<file path="config.mk">
export PLATFORM = sky130hd
export DESIGN_NAME = pid_step_core_flat
export DESIGN_NICKNAME = d
export VERILOG_FILES = /design/src/pid_pkg.sv /design/src/pid_step_if.sv /design/src/pid_step_core.sv /design/src/flat_wrapper.sv
export SDC_FILE = /design/constraint.sdc
export NUM_CORES = 1
export LEC_CHECK = 0
export ABC_AREA = 0
export BUFFER_PORTS_ARGS = -buffer_cell sky130_fd_sc_hd__buf_4
export CAP_MARGIN = 20
export CORE_UTILIZATION = 40
export CTS_CLUSTER_DIAMETER = 60
export CTS_CLUSTER_SIZE = 10
export DETAILED_ROUTE_END_ITERATION = 6
export PLACE_DENSITY = 0.66
export SYNTH_ARGS = -nofsm -noshare
export SYNTH_HDL_FRONTEND = slang
export SYNTH_SLANG_ARGS = --single-unit
</file>
<file path="constraint.sdc">
create_clock -name clk -period 6.15 [get_ports clk]
set_clock_uncertainty 0.15 [all_clocks]
set_input_delay 0 -clock clk [delete_from_list [all_inputs] [get_ports clk]]
set_output_delay 0 -clock clk [all_outputs]
set_load 0.1 [all_outputs]
</file>
<file path="src/pid_pkg.sv">
// Package for the PID step block: shared widths, register indexes and reset values.
// Used by the channel interfaces, the core and the checker; depends on nothing.
package pid_pkg;

    localparam int SAMPLE_WIDTH_DEF = 16;
    localparam int FRAC_BITS_DEF    = 8;

    // Fixed field widths.
    localparam int GAIN_W    = 16;
    localparam int PERIOD_W  = 16;
    localparam int INTEG_W   = 32;
    localparam int CFG_IDX_W = 3;

    // The period is Q0.16, so the integral increment drops 16 fraction bits.
    localparam int DT_SHIFT = PERIOD_W;

    typedef enum logic [CFG_IDX_W-1:0] {
        REG_GAIN_P       = 3'd0,
        REG_GAIN_I       = 3'd1,
        REG_GAIN_D       = 3'd2,
        REG_SETPOINT     = 3'd3,
        REG_OFFSET_BIAS  = 3'd4,
        REG_PERIOD_DT    = 3'd5,
        REG_PERIOD_RECIP = 3'd6
    } cfg_reg_t;

    localparam logic signed [GAIN_W-1:0] GAIN_RESET         = 16'sd256;
    localparam logic [PERIOD_W-1:0]      PERIOD_DT_RESET    = 16'd13107;
    localparam logic [PERIOD_W-1:0]      PERIOD_RECIP_RESET = 16'd1280;

    localparam logic signed [INTEG_W-1:0] INTEG_MAX = 32'sh7FFF_FFFF;
    localparam logic signed [INTEG_W-1:0] INTEG_MIN = 32'sh8000_0000;

endpackage

</file>
<file path="src/pid_step_if.sv">
// Channel interfaces of the PID step block: sample requests, drive results, register writes.
// Depends on pid_pkg for default widths.
interface pid_sample_if #(
    parameter int WIDTH = pid_pkg::SAMPLE_WIDTH_DEF
);
    logic                    valid;
    logic                    ready;
    logic signed [WIDTH-1:0] measured_sample;

    modport source (output valid, output measured_sample, input ready);
    modport sink   (input valid, input measured_sample, output ready);
endinterface

interface pid_drive_if #(
    parameter int WIDTH = pid_pkg::SAMPLE_WIDTH_DEF
);
    logic                    valid;
    logic                    ready;
    logic signed [WIDTH-1:0] drive_value;
    logic                    drive_saturated;

    modport source (output valid, output drive_value, output drive_saturated, input ready);
    modport sink   (input valid, input drive_value, input drive_saturated, output ready);
endinterface

interface pid_cfg_if #(
    parameter int DATA_W = pid_pkg::SAMPLE_WIDTH_DEF
);
    logic                           valid;
    logic                           ready;
    logic [pid_pkg::CFG_IDX_W-1:0]  index;
    logic [DATA_W-1:0]              data;

    modport source (output valid, output index, output data, input ready);
    modport sink   (input valid, input index, input data, output ready);
endinterface

</file>
<file path="src/pid_step_core.sv">
// Top level of the discrete PID step block with its bit-serial multiply datapath.
// Depends on pid_pkg and on the channel interfaces in pid_step_if.sv.
//
// Usage: each request on the sample channel carries one measured value in signed
// Q8.8. The block answers each request with exactly one request on the drive
// channel, carrying the saturated drive value and a flag that is set when the
// error, the integral, the derivative or the drive itself was clipped.
// Register writes on the cfg channel are always accepted (ready is tied high);
// they are meant to arrive only while no sample is being worked on.
//
// Operation: one sample at a time. The five products of a step
// (error times period, error difference times reciprocal, and the three gain
// terms) run through a single shift-and-add multiplier that retires one bit of
// the 17-bit multiplier operand per cycle. A step forms the error in ST_ERR, runs
// each product through ST_MUL and ST_POST, and saturates the drive in ST_OUT; only
// then does the core return to ST_IDLE and accept the next sample.
//
// Reset puts the gains at 1.0, setpoint and bias at 0, the period at 0.2 and its
// reciprocal at 5.0, and clears the stored error and the integral. The result
// sits in an output register; a new sample is taken while it waits. If the
// receiver still holds off when the next result is ready, the core waits.
module pid_step_core #(
    parameter int SAMPLE_WIDTH = pid_pkg::SAMPLE_WIDTH_DEF,
    parameter int FRAC_BITS    = pid_pkg::FRAC_BITS_DEF
) (
    input  logic         clk,
    input  logic         rst_n,
    pid_sample_if.sink   sample,
    pid_drive_if.source  drive,
    pid_cfg_if.sink      cfg
);

    localparam int SW     = SAMPLE_WIDTH;
    // Multiplier operand: 16-bit gains sign-extended, 16-bit periods zero-extended.
    localparam int MB     = pid_pkg::PERIOD_W + 1;
    localparam int CNT_W  = $clog2(MB);
    // Multiplicand must hold the error difference and the 32-bit terms.
    localparam int MW     = (SW + 1 > pid_pkg::INTEG_W) ? SW + 1 : pid_pkg::INTEG_W;
    localparam int HW     = MW + 1;
    localparam int PW     = HW + MB;
    localparam int AW     = PW + 2;
    localparam int IW     = MW + 2;

    localparam logic signed [IW-1:0] IS_MAX = IW'(pid_pkg::INTEG_MAX);
    localparam logic signed [IW-1:0] IS_MIN = IW'(pid_pkg::INTEG_MIN);
    localparam logic signed [PW-1:0] DV_MAX = PW'(pid_pkg::INTEG_MAX);
    localparam logic signed [PW-1:0] DV_MIN = PW'(pid_pkg::INTEG_MIN);
    localparam logic signed [AW:0]   DR_MAX = {{(AW + 2 - SW){1'b0}}, {(SW - 1){1'b1}}};
    localparam logic signed [AW:0]   DR_MIN = ~DR_MAX;

    typedef enum logic [2:0] {
        ST_IDLE,
        ST_ERR,
        ST_MUL,
        ST_POST,
        ST_OUT
    } state_t;

    // Which product the multiplier is working on.
    typedef enum logic [2:0] {
        OP_INCR,
        OP_DERIV,
        OP_PROP,
        OP_INTEG,
        OP_DTERM
    } op_t;

    // Control and state registers.
    state_t                              state_reg, state_next;
    op_t                                 op_reg, op_next;
    logic [CNT_W-1:0]                    cnt_reg, cnt_next;
    logic                                sat_reg, sat_next;
    logic                                out_valid_reg, out_valid_next;
    logic signed [SW-1:0]                last_err_reg, last_err_next;
    logic signed [pid_pkg::INTEG_W-1:0]  integ_reg, integ_next;

    // Configuration registers.
    logic signed [pid_pkg::GAIN_W-1:0]   gain_p_reg, gain_p_next;
    logic signed [pid_pkg::GAIN_W-1:0]   gain_i_reg, gain_i_next;
    logic signed [pid_pkg::GAIN_W-1:0]   gain_d_reg, gain_d_next;
    logic signed [SW-1:0]                setpoint_reg, setpoint_next;
    logic signed [SW-1:0]                bias_reg, bias_next;
    logic [pid_pkg::PERIOD_W-1:0]        dt_reg, dt_next;
    logic [pid_pkg::PERIOD_W-1:0]        recip_reg, recip_next;

    // Datapath registers.
    logic signed [SW-1:0]                sample_reg, sample_next;
    logic signed [SW-1:0]                err_reg, err_next;
    logic signed [pid_pkg::INTEG_W-1:0]  deriv_reg, deriv_next;
    logic signed [AW-1:0]                acc_reg, acc_next;
    logic signed [MW-1:0]                mcand_reg, mcand_next;
    logic signed [HW-1:0]                hi_reg, hi_next;
    logic [MB-1:0]                       lo_reg, lo_next;
    logic signed [SW-1:0]                out_value_reg, out_value_next;
    logic                                out_sat_reg, out_sat_next;

    // Combinational terms.
    logic                                step_last;
    logic signed [HW:0]                  addend;
    logic signed [HW:0]                  step_sum;
    logic signed [PW-1:0]                product;
    logic signed [SW:0]                  err_diff;
    logic                                err_ovf;
    logic signed [SW-1:0]                err_sat;
    logic signed [SW:0]                  err_delta;
    logic signed [IW-1:0]                integ_sum;
    logic signed [pid_pkg::INTEG_W-1:0]  integ_clip;
    logic                                integ_ovf;
    logic signed [PW-1:0]                deriv_full;
    logic signed [pid_pkg::INTEG_W-1:0]  deriv_clip;
    logic                                deriv_ovf;
    logic signed [AW:0]                  drive_sum;
    logic signed [SW-1:0]                drive_clip;
    logic                                drive_ovf;
    logic                                out_free;

    assign sample.ready          = (state_reg == ST_IDLE);
    assign cfg.ready             = 1'b1;
    assign drive.valid           = out_valid_reg;
    assign drive.drive_value     = out_value_reg;
    assign drive.drive_saturated = out_sat_reg;

    // One multiplier bit per cycle: add (or, for the sign bit, subtract) the
    // multiplicand into the upper half and shift the pair right by one.
    assign step_last = (cnt_reg == CNT_W'(MB - 1));
    always_comb
    begin
        addend = '0;
        if (lo_reg[0])
        begin
            if (step_last)
            begin
                addend = -((HW + 1)'(mcand_reg));
            end
            else
            begin
                addend = (HW + 1)'(mcand_reg);
            end
        end
    end
    assign step_sum = (HW + 1)'(hi_reg) + addend;
    assign product  = {hi_reg, lo_reg};

    // Error, saturated to the sample width.
    assign err_diff = (SW + 1)'(setpoint_reg) - (SW + 1)'(sample_reg);
    assign err_ovf  = err_diff[SW] != err_diff[SW-1];
    assign err_sat  = err_ovf ? {err_diff[SW], {(SW - 1){~err_diff[SW]}}} : err_diff[SW-1:0];
    assign err_delta = (SW + 1)'(err_reg) - (SW + 1)'(last_err_reg);

    // Integral update with the increment floor(error * dt / 2^16).
    assign integ_sum = IW'(integ_reg) + IW'(product >>> pid_pkg::DT_SHIFT);
    always_comb
    begin
        integ_ovf = 1'b1;
        if (integ_sum > IS_MAX)
        begin
            integ_clip = pid_pkg::INTEG_MAX;
        end
        else if (integ_sum < IS_MIN)
        begin
            integ_clip = pid_pkg::INTEG_MIN;
        end
        else
        begin
            integ_clip = integ_sum[pid_pkg::INTEG_W-1:0];
            integ_ovf  = 1'b0;
        end
    end

    // Derivative, rescaled and clipped to 32 bits.
    assign deriv_full = product >>> FRAC_BITS;
    always_comb
    begin
        deriv_ovf = 1'b1;
        if (deriv_full > DV_MAX)
        begin
            deriv_clip = pid_pkg::INTEG_MAX;
        end
        else if (deriv_full < DV_MIN)
        begin
            deriv_clip = pid_pkg::INTEG_MIN;
        end
        else
        begin
            deriv_clip = deriv_full[pid_pkg::INTEG_W-1:0];
            deriv_ovf  = 1'b0;
        end
    end

    // Drive: rescaled accumulator plus bias, clipped to the sample width.
    assign drive_sum = (AW + 1)'(acc_reg >>> FRAC_BITS) + (AW + 1)'(bias_reg);
    always_comb
    begin
        drive_ovf = 1'b1;
        if (drive_sum > DR_MAX)
        begin
            drive_clip = DR_MAX[SW-1:0];
        end
        else if (drive_sum < DR_MIN)
        begin
            drive_clip = DR_MIN[SW-1:0];
        end
        else
        begin
            drive_clip = drive_sum[SW-1:0];
            drive_ovf  = 1'b0;
        end
    end

    assign out_free = ~out_valid_reg | drive.ready;

    always_comb
    begin
        state_next     = state_reg;
        op_next        = op_reg;
        cnt_next       = cnt_reg;
        sat_next       = sat_reg;
        out_valid_next = out_valid_reg & ~drive.ready;
        last_err_next  = last_err_reg;
        integ_next     = integ_reg;
        gain_p_next    = gain_p_reg;
        gain_i_next    = gain_i_reg;
        gain_d_next    = gain_d_reg;
        setpoint_next  = setpoint_reg;
        bias_next      = bias_reg;
        dt_next        = dt_reg;
        recip_next     = recip_reg;
        sample_next    = sample_reg;
        err_next       = err_reg;
        deriv_next     = deriv_reg;
        acc_next       = acc_reg;
        mcand_next     = mcand_reg;
        hi_next        = hi_reg;
        lo_next        = lo_reg;
        out_value_next = out_value_reg;
        out_sat_next   = out_sat_reg;

        if (cfg.valid)
        begin
            unique case (cfg.index)
                pid_pkg::REG_GAIN_P:       gain_p_next   = cfg.data[pid_pkg::GAIN_W-1:0];
                pid_pkg::REG_GAIN_I:       gain_i_next   = cfg.data[pid_pkg::GAIN_W-1:0];
                pid_pkg::REG_GAIN_D:       gain_d_next   = cfg.data[pid_pkg::GAIN_W-1:0];
                pid_pkg::REG_SETPOINT:     setpoint_next = cfg.data[SW-1:0];
                pid_pkg::REG_OFFSET_BIAS:  bias_next     = cfg.data[SW-1:0];
                pid_pkg::REG_PERIOD_DT:    dt_next       = cfg.data[pid_pkg::PERIOD_W-1:0];
                pid_pkg::REG_PERIOD_RECIP: recip_next    = cfg.data[pid_pkg::PERIOD_W-1:0];
                default:                   ;
            endcase
        end

        unique case (state_reg)
            ST_IDLE:
            begin
                if (sample.valid)
                begin
                    sample_next = sample.measured_sample;
                    state_next  = ST_ERR;
                end
            end
            ST_ERR:
            begin
                err_next   = err_sat;
                sat_next   = err_ovf;
                mcand_next = MW'(err_sat);
                lo_next    = {1'b0, dt_reg};
                hi_next    = '0;
                cnt_next   = '0;
                op_next    = OP_INCR;
                state_next = ST_MUL;
            end
            ST_MUL:
            begin
                hi_next  = step_sum[HW:1];
                lo_next  = {step_sum[0], lo_reg[MB-1:1]};
                cnt_next = cnt_reg + CNT_W'(1);
                if (step_last)
                begin
                    state_next = ST_POST;
                end
            end
            ST_POST:
            begin
                // Default: start the next product.
                hi_next    = '0;
                cnt_next   = '0;
                state_next = ST_MUL;
                unique case (op_reg)
                    OP_INCR:
                    begin
                        integ_next = integ_clip;
                        sat_next   = sat_reg | integ_ovf;
                        mcand_next = MW'(err_delta);
                        lo_next    = {1'b0, recip_reg};
                        op_next    = OP_DERIV;
                    end
                    OP_DERIV:
                    begin
                        deriv_next = deriv_clip;
                        sat_next   = sat_reg | deriv_ovf;
                        mcand_next = MW'(err_reg);
                        lo_next    = MB'(gain_p_reg);
                        op_next    = OP_PROP;
                    end
                    OP_PROP:
                    begin
                        acc_next   = AW'(product);
                        mcand_next = MW'(integ_reg);
                        lo_next    = MB'(gain_i_reg);
                        op_next    = OP_INTEG;
                    end
                    OP_INTEG:
                    begin
                        acc_next   = acc_reg + AW'(product);
                        mcand_next = MW'(deriv_reg);
                        lo_next    = MB'(gain_d_reg);
                        op_next    = OP_DTERM;
                    end
                    OP_DTERM:
                    begin
                        acc_next   = acc_reg + AW'(product);
                        state_next = ST_OUT;
                    end
                    default:
                    begin
                        state_next = ST_IDLE;
                    end
                endcase
            end
            ST_OUT:
            begin
                if (out_free)
                begin
                    out_value_next = drive_clip;
                    out_sat_next   = sat_reg | drive_ovf;
                    out_valid_next = 1'b1;
                    last_err_next  = err_reg;
                    state_next     = ST_IDLE;
                end
            end
            default:
            begin
                state_next = ST_IDLE;
            end
        endcase
    end

    // State, configuration and the output register.
    always_ff @(posedge clk or negedge rst_n)
    begin
        if (!rst_n)
        begin
            state_reg     <= ST_IDLE;
            op_reg        <= OP_INCR;
            cnt_reg       <= '0;
            sat_reg       <= 1'b0;
            out_valid_reg <= 1'b0;
            out_value_reg <= '0;
            out_sat_reg   <= 1'b0;
            last_err_reg  <= '0;
            integ_reg     <= '0;
            gain_p_reg    <= pid_pkg::GAIN_RESET;
            gain_i_reg    <= pid_pkg::GAIN_RESET;
            gain_d_reg    <= pid_pkg::GAIN_RESET;
            setpoint_reg  <= '0;
            bias_reg      <= '0;
            dt_reg        <= pid_pkg::PERIOD_DT_RESET;
            recip_reg     <= pid_pkg::PERIOD_RECIP_RESET;
        end
        else
        begin
            state_reg     <= state_next;
            op_reg        <= op_next;
            cnt_reg       <= cnt_next;
            sat_reg       <= sat_next;
            out_valid_reg <= out_valid_next;
            out_value_reg <= out_value_next;
            out_sat_reg   <= out_sat_next;
            last_err_reg  <= last_err_next;
            integ_reg     <= integ_next;
            gain_p_reg    <= gain_p_next;
            gain_i_reg    <= gain_i_next;
            gain_d_reg    <= gain_d_next;
            setpoint_reg  <= setpoint_next;
            bias_reg      <= bias_next;
            dt_reg        <= dt_next;
            recip_reg     <= recip_next;
        end
    end

    // Payload registers carry no reset.
    always_ff @(posedge clk)
    begin
        sample_reg    <= sample_next;
        err_reg       <= err_next;
        deriv_reg     <= deriv_next;
        acc_reg       <= acc_next;
        mcand_reg     <= mcand_next;
        hi_reg        <= hi_next;
        lo_reg        <= lo_next;
    end

endmodule

</file>
<file path="src/flat_wrapper.sv">
// flat-port wrapper written by rule: the top's interface ports become plain ports
module pid_step_core_flat 
#(
    parameter int SAMPLE_WIDTH = pid_pkg::SAMPLE_WIDTH_DEF,
    parameter int FRAC_BITS    = pid_pkg::FRAC_BITS_DEF
)
  (clk, rst_n, sample_valid, sample_measured_sample, sample_ready, drive_valid, drive_drive_value, drive_drive_saturated, drive_ready, cfg_valid, cfg_index, cfg_data, cfg_ready);
  pid_sample_if sample_i ();
  pid_drive_if drive_i ();
  pid_cfg_if cfg_i ();
  input  logic clk;
  input  logic rst_n;
  input wire logic [$bits(sample_i.valid)-1:0] sample_valid;
  input wire logic [$bits(sample_i.measured_sample)-1:0] sample_measured_sample;
  output wire logic [$bits(sample_i.ready)-1:0] sample_ready;
  output wire logic [$bits(drive_i.valid)-1:0] drive_valid;
  output wire logic [$bits(drive_i.drive_value)-1:0] drive_drive_value;
  output wire logic [$bits(drive_i.drive_saturated)-1:0] drive_drive_saturated;
  input wire logic [$bits(drive_i.ready)-1:0] drive_ready;
  input wire logic [$bits(cfg_i.valid)-1:0] cfg_valid;
  input wire logic [$bits(cfg_i.index)-1:0] cfg_index;
  input wire logic [$bits(cfg_i.data)-1:0] cfg_data;
  output wire logic [$bits(cfg_i.ready)-1:0] cfg_ready;
  assign sample_i.valid = sample_valid;
  assign sample_i.measured_sample = sample_measured_sample;
  assign sample_ready = sample_i.ready;
  assign drive_valid = drive_i.valid;
  assign drive_drive_value = drive_i.drive_value;
  assign drive_drive_saturated = drive_i.drive_saturated;
  assign drive_i.ready = drive_ready;
  assign cfg_i.valid = cfg_valid;
  assign cfg_i.index = cfg_index;
  assign cfg_i.data = cfg_data;
  assign cfg_ready = cfg_i.ready;
  pid_step_core #(.SAMPLE_WIDTH(SAMPLE_WIDTH), .FRAC_BITS(FRAC_BITS)) u_core (.clk(clk), .rst_n(rst_n), .sample(sample_i), .drive(drive_i), .cfg(cfg_i));
endmodule
</file>
# [After elaboration in Yosys (flattened, before gate mapping)]
# Cells that the tools add are included.
[op_classes] n_bitwise=8 mux=32 magnitude_cmp=6 n_eq_ne=21 addsub=8 reduce_logical=26
[ops] cell="$pmux 32 s4" count=1
[ops] cell="$pmux 52 s2" count=1
[ops] cell="$mux 32" count=3
[ops] cell="$mux 34" count=2
[ops] cell="$pmux 17 s4" count=1
[ops] cell="$pmux 33 s2" count=1
[ops] cell="$pmux 32 s2" count=1
[ops] cell="$gt 53x16->1 const B" count=1
[ops] cell="$lt 53x16->1 const B" count=1
[ops] cell="$add 52x50->52" count=1
[ops] cell="$pmux 17 s3" count=1
[ops] cell="$mux 16" count=3
[ops] cell="$add 44x16->45" count=1
[ops] cell="$gt 42x32->1 const B" count=1
[ops] cell="$lt 42x32->1 const B" count=1
[ops] cell="$add 32x34->34" count=1
[ops] cell="$add 33x34->34" count=1
[ops] cell="$gt 34x32->1 const B" count=1
[ops] cell="$lt 34x32->1 const B" count=1
[ops] cell="$neg 32->34" count=1
[ops] cell="$sub 16x16->17" count=2
[ops] cell="$reduce_and 2->1" count=15
[ops] cell="$eq 3x2->1 const B" count=6
[ops] cell="$eq 3x3->1 const B" count=5
[ops] cell="24 further kinds" count=48
[word_totals] elab_cells=124 input_bits=40 out_inout_bits=20 reg_bits=388

# [Logic depth before layout (Yosys ltp)]
# Gate-level depths: netlist of run 1.
[logic_depth] word_depth=7 depth_mapped=21 ltp_nobuf=21

# [Worst setup path after synthesis of run 1]
# OpenSTA, ideal clock, no wires.
[synth_path] path_type="register to register" start="register u_core.state_reg[0]" end="register u_core.sat_reg" t_required_ns=5.905 synth_period_minus_slack_ns=5.292 setup_time_ns=0.095 setup_slack_ns=0.858 path_stages_with_launch=9 path_buffers=3 arrival_time_ns=5.047 cell_sequence="dfrtp_1 -> clkbuf_1 -> nor2b_1 -> clkbuf_1 -> nand2_1 -> clkbuf_1 -> nor4_1 -> o21ai_0 -> o2111ai_1"
[synth_between] elab_chain_len=3 word_cells_on_any_way=6 classes_between="3 x eq/ne; 1 x mux; 2 x reduce/logical"
[synth_rtl] item="start: declaration" line="pid_step_core.sv:69" text="state_t state_reg, state_next;"
[synth_rtl] item="start signal: assignment" line="pid_step_core.sv:372" text="state_reg <= state_next;"
[synth_rtl] item="$eq 3x2->1 or $eq 3x1->1 (tied branches)" line="pid_step_core.sv:252" text="unique case (state_reg)"
[synth_rtl] item="$ne 3x1->1 (no line) or $reduce_bool 2->1 (tied branches)"
[synth_rtl] item="$reduce_and 2->1 (no line)"
[synth_rtl] item="end signal: assignment" line="pid_step_core.sv:375" text="sat_reg <= sat_next;"
[synth_rtl] item="end: declaration" line="pid_step_core.sv:72" text="logic sat_reg, sat_next;"
# Parallel ways exist; a longest one is shown, timed or not.
# A chain may end at the register's enable or synchronous reset.

# [Worst setup path after layout of run 1]
[layout_path] start="register u_core.mcand_reg[5]" end="register u_core.hi_reg[32], data pin"
[layout_between] elab_chain_len=5
[layout_rtl] item="start: declaration" line="pid_step_core.sv:91" text="logic signed [MW-1:0] mcand_reg, mcand_next;"
[layout_rtl] item="start signal: assignment" line="pid_step_core.sv:398" text="mcand_reg <= mcand_next;"
[layout_rtl] item="$neg 32->34" line="pid_step_core.sv:133" text="addend = -((HW + 1)'(mcand_reg));"
[layout_rtl] item="$mux 34 *" line="pid_step_core.sv:131" text="if (step_last)"
[layout_rtl] item="$mux 34 *" line="pid_step_core.sv:129" text="if (lo_reg[0])"
[layout_rtl] item="$add 33x34->34 *" line="pid_step_core.sv:141" text="assign step_sum = (HW + 1)'(hi_reg) + addend;"
[layout_rtl] item="$pmux 33 s2 *" line="pid_step_core.sv:252"
[layout_rtl] item="end signal: assignment" line="pid_step_core.sv:399" text="hi_reg <= hi_next;"
[layout_rtl] item="end: declaration" line="pid_step_core.sv:92" text="logic signed [HW-1:0] hi_reg, hi_next;"
# Mark *: on every way between the ends. The rest lies on a longest branch, timed or not.

==> results.ini, run 1 <==
[power_and_ir_drop]
p_leak_nw = 13.0
powerDensity_nw_per_um2 = 553
ir_worst_vdd_mv = 0.299

[placed_design]
io_buffers = 58
dpl.hpwl_um = 55400
gp_congestion = 0.906

[setup_path]
path_class = flip-flop to flip-flop
endpoint_kind = flip-flop
worstPathRequired_ns = 6.34
path_max_fanout = 6
crit_arrival_ns = 5.24
slowest_delay_ns = 0.64
crit_chain = or4_1 > nor2_1 > nand2_1 > nor3b_1 > a21oi_1 > xor2_1 > and2_1 > ha_1 > inv_1 > nor2_1 > o21ai_0 > nand2_1 > a21oi_1 > a311oi_1 > o311ai_0 > nand2_1 > a31oi_1 > xnor2_1 > nor2_1
startpoint_type = flip-flop
slowest_stage = nor3b_1

[floorplan]
die_width_um = 266
num_rows = 96
ios = 60
die_h_um = 266
coreArea_um2 = 68800
die_area_um2 = 71000
initial_core_util = 0.406

[synth]
yosys.area.top_type_share = 0.213
yosysTopAreaCell = edfxtp_1
async_reset_ff_frac = 0.490
syn_inst = 3014
synthesis.area_um2 = 28000
synth_edf_count = 198
ys_seq_area_frac = 0.383
syn_nets = 3256
synth.avg_cell_area_um2 = 9.28
synth_cell_type_count = 95
netlist_top_cells_area = edfxtp_1, dfrtp_1, ha_1, a21oi_1, mux2_2
synth_seq_cells = 388
yosysWarnings = 0
synthFlopType = edfxtp_1

[cts]
clockBufferDepth = 3
cts-buffers-inserted = 49
root_buffer = clkbuf_16
clock_latency_ns = 0.62
cts_setup_buffers = 0
tritoncts = done
cts.sinks = 388
cts_max_level = 2
ctsResizeCount = 0
clkTransAtPathRegs_ns = 0.06

[global_route]
grt_pass1_vias = 21990
grt-ovfl-total = 0
grt_usage = 0.213
grt_max_degree = 77
grt_pass1_wl_um = 121000
antenna_found_initial = 0

[finish]
final_util = 0.458
layout_commonest_cell = a21oi_1
drive_above_1_share = 0.112
layout_common_cells = a21oi_1, nor2_1, nand2_1
syn2layout_area_growth_pct = 12.7
final_nets = 3320
nFillCells = 6509
antenna_cells = 0
largest_reg_flops = 52

[sta]
max_slew_margin = 0.258
setup_tns_ns = 0
hold_ws_ns = 0.104
tightestPinTransition_ns = 1.11
setup_viol = 0
maxSlewViolCount = 0
min_period_ns = 5.05
rsz0062_at_grt = no
fmax_mhz = 198
timing.final.crit_share = 0.821
finalHoldViolCount = 0

[routing]
post_drt_wl_per_cell_um = 18.8
num_vias = 23011
drt_iter0_drc = 1557
drc = 0
dr.pass1.iters = 6
vias_per_cell = 5.68
wl_um = 76100
drtAntennaViolNets = 0

[job]
cap_violations = 0

[hold_path]
hold_class = input pin to flip-flop

[outcome]
status = completed

worst max-delay path, delay by kind of cell (launching register included):
family                   cells  cell delay, ns
buffers and inverters        1            0.12
AND/OR/NAND/NOR              9            1.91
flip-flops                   1            0.42
XOR/XNOR                     2            0.30
adder cells (fa/ha/maj)      1            0.32
AO/OA/AOI/OAI                6            1.56
routing by layer:
metal  track usage  wire length [um]
met2         0.355             35800
met3        0.0245              3870
met5             0                 0
met4        0.0618              1830
met1         0.290             34600
kinds of logic (layout without fill, tap and decap cells):
family | after synthesis | after routing | share of synthesized area
AOI/OAI and AO/OA | 933 | 933 | 0.216
xor gates and xnor gates | 170 | 170 | 0.0533
adders and majority gates | 205 | 205 | 0.0931
buffers and inverters | 247 | 352 | 0.0343
DFF | 388 | 388 | 0.383
muxes | 165 | 165 | 0.0641
other | 1 | 1 | 0.000134
and+or+nand+nor | 905 | 905 | 0.156
what timing repair did:
item,CTS,global route
setup endpoints to repair,0,0
hold endpoints to repair,229,0
hold buffers,61,0
worst paths after layout:
check | from | endpoint | slack [ns] | depth (start not counted)
max reg2reg | u_core.mcand_reg[5] | u_core.hi_reg[32] | 1.10 | 19
min in group asynchronous | rst_n | u_core.dt_reg[4] | 0.36 | 3
max in group asynchronous | rst_n | u_core.integ_reg[28] | 4.59 | 4
min reg2reg | u_core.drive.drive_value[15] | u_core.drive.drive_value[15] | 0.34 | 2
max | u_core.mcand_reg[5] | u_core.hi_reg[32] | 1.10 | 19
min | cfg_data[9] | u_core.recip_reg[9] | 0.10 | 3
Yosys cell counts, drive strengths merged, types with 60 or more instances:
library cell,instances
a21o,134
a21oi,286
clkbuf,119
dfrtp,177
edfxtp,198
ha,196
inv,105
mux2,113
nand2,257
nor2,274
o21ai,214
xnor2,110
xor2,60
report_power, final:
| group | total, mW | switching (mW) | leakage (nW) | internal [mW] |
|---|---|---|---|---|
| clock | 2.69 | 1.19 | 0.713 | 1.51 |
| sequential | 4.74 | 0.859 | 4.06 | 3.88 |
| combinational | 9.99 | 5.95 | 8.24 | 4.04 |
metrics by stage:
step	cell area [um2]	instances	worst slack [ns]	power, mW
after floorplan	28000	3014	0.858	12.0
after global placement	29400	3896	1.19	14.5
after detailed placement	29400	3896	1.17	14.6
after CTS	31500	4049	1.15	17.4
after global routing	31500	4050	0.603	18.7
final	31500	4050	1.10	17.4
cell type report:
type / instances / area [um2] / area share
Clock inverter: 15 / 153 / 0.00484
Timing Repair Buffer: 155 / 1360 / 0.0432
Inverter: 105 / 394 / 0.0125
Sequential cell: 388 / 10700 / 0.340
Clock buffer: 77 / 1330 / 0.0422
Multi-Input combinational cell: 2379 / 16400 / 0.520
Tap cell: 931 / 1160 / 0.0370
Note: power is estimated with default switching activity, not from simulation.
==> run 2: changes to the inputs <==
--- a/config.mk
+++ b/config.mk
@@ -12,7 +12,7 @@
 export CTS_CLUSTER_DIAMETER = 60
 export CTS_CLUSTER_SIZE = 10
 export DETAILED_ROUTE_END_ITERATION = 6
-export PLACE_DENSITY = 0.66
+export PLACE_DENSITY = 0.68
 export SYNTH_ARGS = -nofsm -noshare
 export SYNTH_HDL_FRONTEND = slang
 export SYNTH_SLANG_ARGS = --single-unit
==> constraint.sdc (replaced) <==
create_clock -name clk -period 4.2 [get_ports clk]
set_clock_uncertainty 0.15 [all_clocks]
set_input_delay 0 -clock clk [delete_from_list [all_inputs] [get_ports clk]]
set_output_delay 0 -clock clk [all_outputs]
set_load 0.1 [all_outputs]
==> results.ini, run 2 (synthesis gave the netlist of run 1 again) <==
[setup_path]
crit_start = u_core.mcand_reg[5]
cp.depth = 16  ; -3
r2r_start = u_core.mcand_reg[5]
crit_buf_inv = 0  ; -1
slowest_delay_ns = 0.56  ; -0.08 ns
crit_chain = or4_4 > or3_4 > o31ai_4 > xnor2_1 > and2_4 > ha_4 > nand4_1 > a2111o_1 > o211a_1 > or4_4 > a311oi_4 > o311ai_4 > nand2_1 > a31oi_1 > xnor2_1 > nor2_1
crit_family = simple AND/OR/NAND/NOR gates
path_class = flip-flop to flip-flop
worstReg2RegEnd = u_core.hi_reg[32]
r2r_slack_ns = -0.22  ; -1.32 ns
path_max_fanout = 4  ; -2
endpoint_kind = flip-flop
crit_arrival_ns = 4.60  ; -0.64 ns
slowest_stage = or4_4
startpoint_type = flip-flop
endpoint = u_core.hi_reg[32]
worstPathRequired_ns = 4.39  ; -1.95 ns
worst-r2r-cell-count = 16  ; -3

[power_and_ir_drop]
p_leak_nw = 14.2  ; +9.0%
power_mw = 27.7  ; +59%
ir_worst_vdd_mv = 0.465  ; +55%
powerDensity_nw_per_um2 = 816  ; +48%

[cts]
clockBufferDepth = 3  ; unchanged
cts_max_level = 2  ; unchanged
clock_latency_ns = 0.61  ; about the same
tritoncts = done
cts.sinks = 388  ; unchanged
root_buffer = clkbuf_16
cts-buffers-inserted = 48  ; -2.0%
clkTransAtPathRegs_ns = 0.06  ; about the same

[outcome]
violations = negative setup slack
status = complete, but fails checks

[routing]
post_drt_wl_per_cell_um = 18.7  ; -0.61%
vias_per_cell = 5.64  ; -0.77%
dr.pass1.iters = 7  ; +1
drt_iter0_drc = 1812  ; +16%
wl_um = 79400  ; +4.4%
drtAntennaViolNets = 0  ; unchanged
num_vias = 23978  ; +4.2%
drc = 0  ; unchanged

[hold_path]
hold_class = input pin to flip-flop

[finish]
final_nets = 3524  ; +6.1%
syn2layout_area_growth_pct = 21.2
antenna_cells = 0  ; unchanged
largest_reg_flops = 52  ; unchanged
drive_above_1_share = 0.203  ; +0.0913
post-route-cell-area_um2 = 33900  ; +7.5%
layout_commonest_cell = buf_4
layout_common_cells = buf_4, nor2_1, a21oi_1

[sta]
timing.final.crit_share = 1.05  ; +0.231
finalHoldViolCount = 0  ; unchanged
final.setup.worst_slack_ns = -0.219  ; -1.32 ns
min_period_ns = 4.42  ; -0.631 ns
max_slew_margin = 0.350  ; +0.0914
tightestPinTransition_ns = 0.972  ; -0.138 ns
rsz0062_at_grt = yes
setup_viol = 9  ; +9
fmax_mhz = 226  ; +14%
maxSlewViolCount = 0  ; unchanged

[global_route]
grt_max_degree = 78  ; +1.3%
grt_pass1_wl_um = 125000  ; +3.4%
antenna_found_initial = 1  ; +1
grt_usage = 0.221  ; +0.00783
grt_pass1_vias = 23067  ; +4.9%
grt-ovfl-total = 0  ; unchanged

[floorplan]
die_area_um2 = 71000  ; unchanged
ios = 60  ; unchanged
initial_core_util = 0.406  ; unchanged
die_h_um = 266  ; unchanged
die_width_um = 266  ; unchanged
num_rows = 96  ; unchanged
coreArea_um2 = 68800  ; unchanged

[placed_design]
io_buffers = 58  ; unchanged
dpl.hpwl_um = 58000  ; +4.7%
post_dp_cell_area_um2 = 31000  ; +5.4%
gp_congestion = 0.897  ; -0.97%
place_ws_ns = -0.295  ; -1.47 ns

[job]
cap_violations = 0  ; unchanged

run 2: worst reg2reg max path, cell delays in order (launching register included):
cell      delay (ns)
edfxtp_1        0.39
or4_4           0.56
or3_4           0.38
o31ai_4         0.23
xnor2_1         0.08
and2_4          0.16
ha_4            0.25
nand4_1         0.10
a2111o_1        0.42
o211a_1         0.17
or4_4           0.47
a311oi_4        0.29
o311ai_4        0.13
nand2_1         0.08
a31oi_1         0.09
xnor2_1         0.16
nor2_1          0.05
run 2: worst min path at each step:
stage / startpoint / to / slack [ns] / cells past startpoint
2_1_floorplan: rst_n / u_core.bias_reg[0] / -0.45 / 0
3_3_place_gp: rst_n / u_core.dt_reg[2] / -0.09 / 1
3_5_place_dp: rst_n / u_core.dt_reg[3] / -0.09 / 1
4_1_cts: cfg_data[1] / u_core.bias_reg[1] / 0.10 / 4
5_1_grt: cfg_data[7] / u_core.dt_reg[7] / 0.12 / 3
6_report: cfg_data[3] / u_core.dt_reg[3] / 0.14 / 3
run 2: layer usage:
metal / global-route usage / share of wire
met1: 0.293 / 0.44
met2: 0.370 / 0.48
met3: 0.0308 / 0.053
met4: 0.0722 / 0.030
met5: 0 / 0
run 2: power breakdown:
part	switching, mW	internal [mW]
combinational	9.63	7.31
sequential	1.11	5.68
clock	1.70	2.23
run 2: cell type report:
cell class,instances,area (um2)
fill,6338,34900
multi-input combinational,2379,17200
sequential,388,10700
timing repair buffer,360,2970
clock buffer,81,1370
tap,931,1160
inverter,105,394
clock inverter,9,101
run 2: repair_timing:
action                                  CTS  global route
hold buffers                             58             0
endpoints found under the hold margin   318             0
setup buffers                             9            11
pin swaps                                24            45
gates resized for setup                  41           107
endpoints found under the setup margin   12            59
run 2: metrics by stage:
step                      std cells   util  hold slack, ns  setup TNS (ns)
after floorplan                3014      -          -0.446         -0.0949
after global placement         4086  0.450         -0.0888           -1.63
after detailed placement       4087  0.450         -0.0857           -1.93
after CTS                      4243  0.484           0.103           -1.05
after global routing           4253  0.492           0.122           -3.00
final                          4253  0.492           0.141           -1.07
